[src/rtl/fmprc_pkg.sv]
// shared types, constants and helpers for the packet rule classifier
package fmprc_pkg;

    localparam int STORE_DEPTH        = 512;
    localparam int ADDR_W             = 9;
    localparam int WORD_W             = 64;
    localparam int ID_W               = 8;
    localparam int DEF_RULE_COUNT     = 64;
    localparam int DEF_WORDS_PER_RULE = 8;
    localparam int ETH_HDR_LEN        = 14;
    localparam int RULE_SPAN          = 7;

    typedef enum logic {
        OP_CLASSIFY = 1'b0,
        OP_WRITE    = 1'b1
    } t_op;

    typedef enum logic [2:0] {
        PC_NONE    = 3'd0,
        PC_V4_TCP  = 3'd1,
        PC_V4_UDP  = 3'd2,
        PC_V4_ICMP = 3'd3,
        PC_V6_TCP  = 3'd4,
        PC_V6_UDP  = 3'd5,
        PC_V6_ICMP = 3'd6,
        PC_BAD     = 3'd7
    } t_pclass;

    // order in which the words of one rule are fetched
    typedef enum logic [2:0] {
        STEP_W5, STEP_W6, STEP_W0, STEP_W1, STEP_W2, STEP_W3, STEP_W4
    } t_step;

    typedef enum logic [1:0] {
        ST_CLEAR, ST_IDLE, ST_SCAN, ST_DONE
    } t_state;

    typedef struct packed {
        t_pclass     pclass;
        logic [63:0] src_hi;
        logic [63:0] src_lo;
        logic [63:0] dst_hi;
        logic [63:0] dst_lo;
        logic [15:0] ttl_tos;
        logic [15:0] hlen;
        logic [31:0] l4;
        logic [7:0]  flags;
    } t_pkt;

    typedef struct packed {
        logic  valid;
        t_step step;
    } t_match_ctl;

    function automatic logic [2:0] step_word(t_step s);
        logic [2:0] w;
        unique case (s)
            STEP_W5: w = 3'd5;
            STEP_W6: w = 3'd6;
            STEP_W0: w = 3'd0;
            STEP_W1: w = 3'd1;
            STEP_W2: w = 3'd2;
            STEP_W3: w = 3'd3;
            STEP_W4: w = 3'd4;
            default: w = 3'd0;
        endcase
        return w;
    endfunction

endpackage

[src/rtl/fmprc_match.sv]
// shared rule test unit, checks one rule word per cycle against the packet
module fmprc_match
    import fmprc_pkg::*;
(
    input  logic              i_clk,
    input  logic              i_rst_n,
    input  t_match_ctl        i_ctl,
    input  t_pkt              i_pkt,
    input  logic [WORD_W-1:0] i_word,
    input  logic [WORD_W-1:0] i_w5,
    output logic              o_pass
);

    logic        r_nz;
    logic        r_eq;
    logic        n_nz;
    logic        n_eq;
    logic        v6;
    logic        is_tcp;
    logic        is_udp;
    logic        is_icmp;
    logic [7:0]  ttl;
    logic [16:0] len;
    logic        sp_ok;
    logic        dp_ok;
    logic        ty_ok;
    logic        co_ok;
    logic        fl_ok;
    logic        l4_ok;
    logic        tos_ok;

    always_comb begin
        v6      = (i_pkt.pclass == PC_V6_TCP) || (i_pkt.pclass == PC_V6_UDP) ||
                  (i_pkt.pclass == PC_V6_ICMP);
        is_tcp  = (i_pkt.pclass == PC_V4_TCP) || (i_pkt.pclass == PC_V6_TCP);
        is_udp  = (i_pkt.pclass == PC_V4_UDP) || (i_pkt.pclass == PC_V6_UDP);
        is_icmp = (i_pkt.pclass == PC_V4_ICMP) || (i_pkt.pclass == PC_V6_ICMP);
        ttl     = i_pkt.ttl_tos[7:0];
        len     = {1'b0, i_pkt.hlen} + 17'(ETH_HDR_LEN);
        sp_ok   = !i_word[3] || (i_pkt.l4[31:16] == i_word[39:24]);
        dp_ok   = !i_word[4] || (i_pkt.l4[15:0] == i_word[55:40]);
        ty_ok   = !i_word[3] || (i_pkt.l4[15:8] == i_word[31:24]);
        co_ok   = !i_word[4] || (i_pkt.l4[7:0] == i_word[47:40]);
        fl_ok   = ((i_pkt.flags ^ i_word[23:16]) & i_word[15:8]) == 8'd0;
        tos_ok  = v6 || !i_w5[5] || (i_pkt.ttl_tos[15:8] == i_word[63:56]);
        priority if (i_word[0]) begin
            l4_ok = is_tcp && sp_ok && dp_ok && fl_ok;
        end else if (i_word[1]) begin
            l4_ok = is_udp && sp_ok && dp_ok;
        end else if (i_word[2]) begin
            l4_ok = is_icmp && ty_ok && co_ok;
        end else begin
            l4_ok = 1'b1;
        end

        n_nz   = r_nz;
        n_eq   = r_eq;
        o_pass = 1'b1;
        unique case (i_ctl.step)
            STEP_W5: begin
                o_pass = !(i_word[1] && (ttl < i_word[23:16])) &&
                         !(i_word[2] && (ttl > i_word[31:24])) &&
                         !(i_word[3] && (len < {1'b0, i_word[47:32]})) &&
                         !(i_word[4] && (len > {1'b0, i_word[63:48]}));
            end
            STEP_W6: o_pass = tos_ok && l4_ok;
            STEP_W0: begin
                o_pass = v6 ||
                         ((i_word[31:0] == 32'd0 || i_pkt.src_lo[31:0] == i_word[31:0]) &&
                          (i_word[63:32] == 32'd0 || i_pkt.dst_lo[31:0] == i_word[63:32]));
            end
            STEP_W1: begin
                n_nz = (i_word != '0);
                n_eq = (i_pkt.src_hi == i_word);
            end
            STEP_W2: begin
                o_pass = !v6 || !(r_nz || (i_word != '0)) ||
                         (r_eq && (i_pkt.src_lo == i_word));
            end
            STEP_W3: begin
                n_nz = (i_word != '0);
                n_eq = (i_pkt.dst_hi == i_word);
            end
            STEP_W4: begin
                o_pass = !v6 || !(r_nz || (i_word != '0)) ||
                         (r_eq && (i_pkt.dst_lo == i_word));
            end
            default: o_pass = 1'b1;
        endcase
    end

    // compare result for the high half of a v6 address is held until the low half arrives
    always_ff @(posedge i_clk) begin
        if (!i_rst_n) begin
            r_nz <= 1'b0;
            r_eq <= 1'b0;
        end else if (i_ctl.valid) begin
            r_nz <= n_nz;
            r_eq <= n_eq;
        end
    end

endmodule

[config.mk]
export PLATFORM = sky130hd
export DESIGN_NAME = fmprc_match
export DESIGN_NICKNAME = d
export VERILOG_FILES = /design/src/rtl/fmprc_pkg.sv /design/src/rtl/fmprc_match.sv
export SDC_FILE = /design/constraint.sdc
export NUM_CORES = 1
export LEC_CHECK = 0
export BUFFER_PORTS_ARGS = -buffer_cell sky130_fd_sc_hd__buf_2
export CORE_AREA = 2 2 183 185
export CTS_BUF_LIST = sky130_fd_sc_hd__clkbuf_8 sky130_fd_sc_hd__clkbuf_16
export CTS_CLUSTER_DIAMETER = 150
export CTS_CLUSTER_SIZE = 25
export DETAILED_ROUTE_END_ITERATION = 7
export DIE_AREA = 0 0 185 187
export MAX_ROUTING_LAYER = met4
export SYNTH_ARGS = -nofsm -noshare
export SYNTH_HDL_FRONTEND = slang
export SYNTH_SLANG_ARGS = --single-unit
[constraint.sdc]
create_clock -name i_clk -period 3.35 [get_ports i_clk]
set_input_delay 0.335 -clock i_clk [delete_from_list [all_inputs] [get_ports i_clk]]
set_output_delay 0.335 -clock i_clk [all_outputs]
set_load 0.03 [all_outputs]
==> impl_metrics.json <==
{
  "period_needed_ns": 3.26,
  "grt_use_total_pct": 26.9,
  "antenna_found_initial": 12,
  "drt_pass1_iterations": 5,
  "setup-tns-final_ns": 0,
  "drc": 0,
  "synthTopCellsByArea": "mux2i_1 (15%), xor2_1 (15%), xnor2_1 (14%)",
  "area_growth_pct": 48.0,
  "cts_tree": "built",
  "vias_per_cell": 5.00,
  "gp_congestion": 0.992,
  "hold_slack_ns": 0.387,
  "place_ws_ns": -0.0697,
  "yosysWarnings": 0,
  "final_nets": 1803,
  "critical-path-top-delay-family": "simple AND/OR/NAND/NOR gates",
  "synth_seq_cells": 2,
  "rows": 67,
  "critPathMaxFanout": 14,
  "io_buffers": 402,
  "cts-buffers-inserted": 3,
  "synthArstFlopShare_pct": 0,
  "pwr-share-seq_pct": 1.7,
  "power.density_nw_per_um2": 160,
  "cp.required_ns": 3.01,
  "yosys.area.top_type": "mux2i_1",
  "min_path_type": "input pin to flip-flop",
  "combPwrFrac_pct": 86.2,
  "p_int_uw": 743,
  "syn-cell-area_um2": 6390,
  "grt_max_degree": 31,
  "met1_usage_pct": 31.8,
  "grt_use_met3_pct": 6.33,
  "ant_nets": 0,
  "dp_hpwl_mm": 41.5,
  "synth_edf_count": 0,
  "final_core_util_pct": 28.8,
  "die_area_um2": 34600,
  "switching_power_uw": 766,
  "switching_share_pct": 50.8,
  "clkPwrFrac_pct": 12.1,
  "die_w_um": 185,
  "grt_pass1_wl_mm": 63.7,
  "setup_viol": 0,
  "outcome": "complete, no violations",
  "insertion_delay_ns": 0.22,
  "max-vdd-ir-drop_mv": 0.124,
  "slew_headroom_pct": 59.7,
  "cpPeakStageDelay_ns": 0.34,
  "layout-drive-gt1-share_pct": 39.0,
  "synthDistinctLibCells": 59,
  "n_fill_cell": 3679,
  "drtIter0Drc": 689,
  "num_vias": 8753,
  "cts_buffer_depth": 2,
  "io_pins": 466,
  "crit_type": "input pin to primary output",
  "fin_worst_skew_ns": 0,
  "wirelength_mm": 47.1,
  "syn_area_per_cell_um2": 7.25,
  "cp-end-kind": "primary output",
  "ys_seq_area_share_pct": 0.627,
  "grt_busiest_layer": "met2",
  "cp_num_buf_inv": 5,
  "hold_buffers": 0,
  "synth_cells": 881,
  "core_um2": 32900,
  "setup_slack_ns": 0.0896,
  "report.final.slew_viol_count": 0,
  "wl_per_cell_um": 26.9,
  "slowest_stage": "a311oi_1",
  "synthesis.nets": 1393,
  "fmax_mhz": 307,
  "clk_pin_slew_ns": 0.03,
  "tightestPinTransition_ns": 0.605,
  "power.leakage_nw": 4.75,
  "start_util_pct": 19.4,
  "clock_sink_count": 2,
  "gr-usage-met2_pct": 45.3,
  "finalCritPeriodShare_pct": 97.3,
  "rsz0062_at_grt": "no",
  "grt_pass1_vias": 9088,
  "maxCapViolCount": 0,
  "grt-ovfl-total": 0,
  "ctsHtreeMaxLevel": 1,
  "clockRootBuffer": "clkbuf_16",
  "path_cells": "buf_2 > and3b_2 > buf_12 > mux2i_4 > nor2_1 > a311oi_1 > buf_4 > nand4_1 > nor4_4 > buf_4 > nand4_1 > o211ai_2 > buf_6",
  "critPathArrivalTime_ns": 2.93,
  "fp.dieH_um": 187,
  "total_power_mw": 1.51,
  "hold_viol": 0,
  "critPathLaunchType": "input pin",
  "synth_ff_type": "dfxtp_1",
  "synth_top_area_share_pct": 14.6
}
-- timing repair --
item                                    in CTS  in global routing
pin swaps                                    0                  9
setup buffers                                0                  3
resized for setup                            3                 20
endpoints found under the setup margin       1                  1
-- per-layer routing --
layer | vias to the layer above | share of wire, %
met5 | - | 0
met4 | 0 | 3.2
met3 | 99 | 9.2
met2 | 520 | 47
met1 | 4116 | 40
li1 | 4018 | -
-- area by class of cell --
class                   instances  area (µm²)  share of cell area (%)
diodes                         13        32.5                   0.344
inverters                      71         267                    2.82
flip-flops and latches          2        40.0                   0.424
multi-input cells             734        5820                    61.6
clock buffers                   3        75.1                   0.794
repair buffers                479        2650                    28.1
well taps                     448         561                    5.93
-- metrics by stage --
stage          cells  cell area, µm²
2_1_floorplan    881            6390
3_3_place_gp    1732            9210
3_5_place_dp    1732            9210
4_1_cts         1735            9300
5_1_grt         1749            9450
6_report        1750            9450
-- synth_stat cells, types with 2 or more instances --
| cell | number |
|---|---|
| nand3b_1 | 4 |
| a2111oi_2 | 2 |
| a21oi_1 | 25 |
| o32a_1 | 2 |
| dfxtp_1 | 2 |
| o211ai_1 | 4 |
| or3_1 | 2 |
| nand2b_1 | 8 |
| mux2i_1 | 93 |
| nand2_1 | 42 |
| nor4_1 | 49 |
| xnor2_1 | 104 |
| o221ai_1 | 5 |
| nor2b_1 | 10 |
| a221oi_1 | 18 |
| o2111ai_1 | 5 |
| nor2_1 | 33 |
| clkbuf_1 | 55 |
| o22ai_1 | 15 |
| nor3_1 | 13 |
| o21a_1 | 2 |
| buf_2 | 7 |
| nand4_1 | 36 |
| o2bb2ai_1 | 4 |
| inv_1 | 71 |
| buf_6 | 8 |
| nand3_1 | 26 |
| xor2_1 | 106 |
| ha_1 | 47 |
| a211oi_1 | 5 |
| a22oi_1 | 3 |
| a22o_1 | 3 |
| buf_4 | 2 |
| a21o_1 | 12 |
| and3_1 | 5 |
| o21ai_0 | 18 |
| a222oi_1 | 6 |
| and4_1 | 3 |
| a31oi_1 | 4 |
| a32o_1 | 3 |
-- worst paths after layout --
path         cells after the start  slack (ns)  startpoint     end
max                             13        0.09    i_ctl[0]  o_pass
min                              2        0.39     i_rst_n    r_nz
max reg2reg                      1        2.69        r_eq    r_eq
min reg2reg                      1        0.51        r_nz    r_nz
-- state kept, by name, indices dropped and copies added, names as in the netlist --
name	count
r_eq	1
r_nz	1
-- power groups by stage --
| stage | clock network [mW] | logic (mW) | registers [mW] |
|---|---|---|---|
| final | 0.183 | 1.30 | 0.0252 |
| after global routing | 0.188 | 1.39 | 0.0253 |
| after CTS | 0.184 | 1.27 | 0.0252 |
| after detailed placement | 0 | 1.26 | 0.0255 |
| after global placement | 0 | 1.25 | 0.0254 |
| after floorplan | 0 | 0.627 | 0.0254 |
-- cells by family after synthesis --
logic type | after synthesis | synth area share, %
mux | 94 | 14.8
fa+ha+maj | 47 | 9.21
xor+xnor | 210 | 28.8
simple gates | 236 | 19.7
flops | 2 | 0.627
compound gates | 147 | 17.0
buf+inv | 145 | 9.89
-- layout by cell type, fill, tap and decap left out, types with 6 or more instances in the layout --
master    Yosys  routed
nand3_1      26      26
a222oi_1      6       6
inv_1        71      71
o21ai_0      18      17
ha_1         47      47
nor3_1       13      12
a21oi_1      25      25
buf_2         7     401
a221oi_1     18      18
xor2_1      106     106
xnor2_1     104     103
nand2b_1      8       7
a21o_1       12      12
diode_2       0      13
nand2_1      42      42
nor4_1       49      45
mux2i_1      93      86
nand4_1      36      36
o22ai_1      15      15
nor2b_1      10      10
nor2_1       33      33
buf_4         2      71
Power figures use the tool's default switching activity.
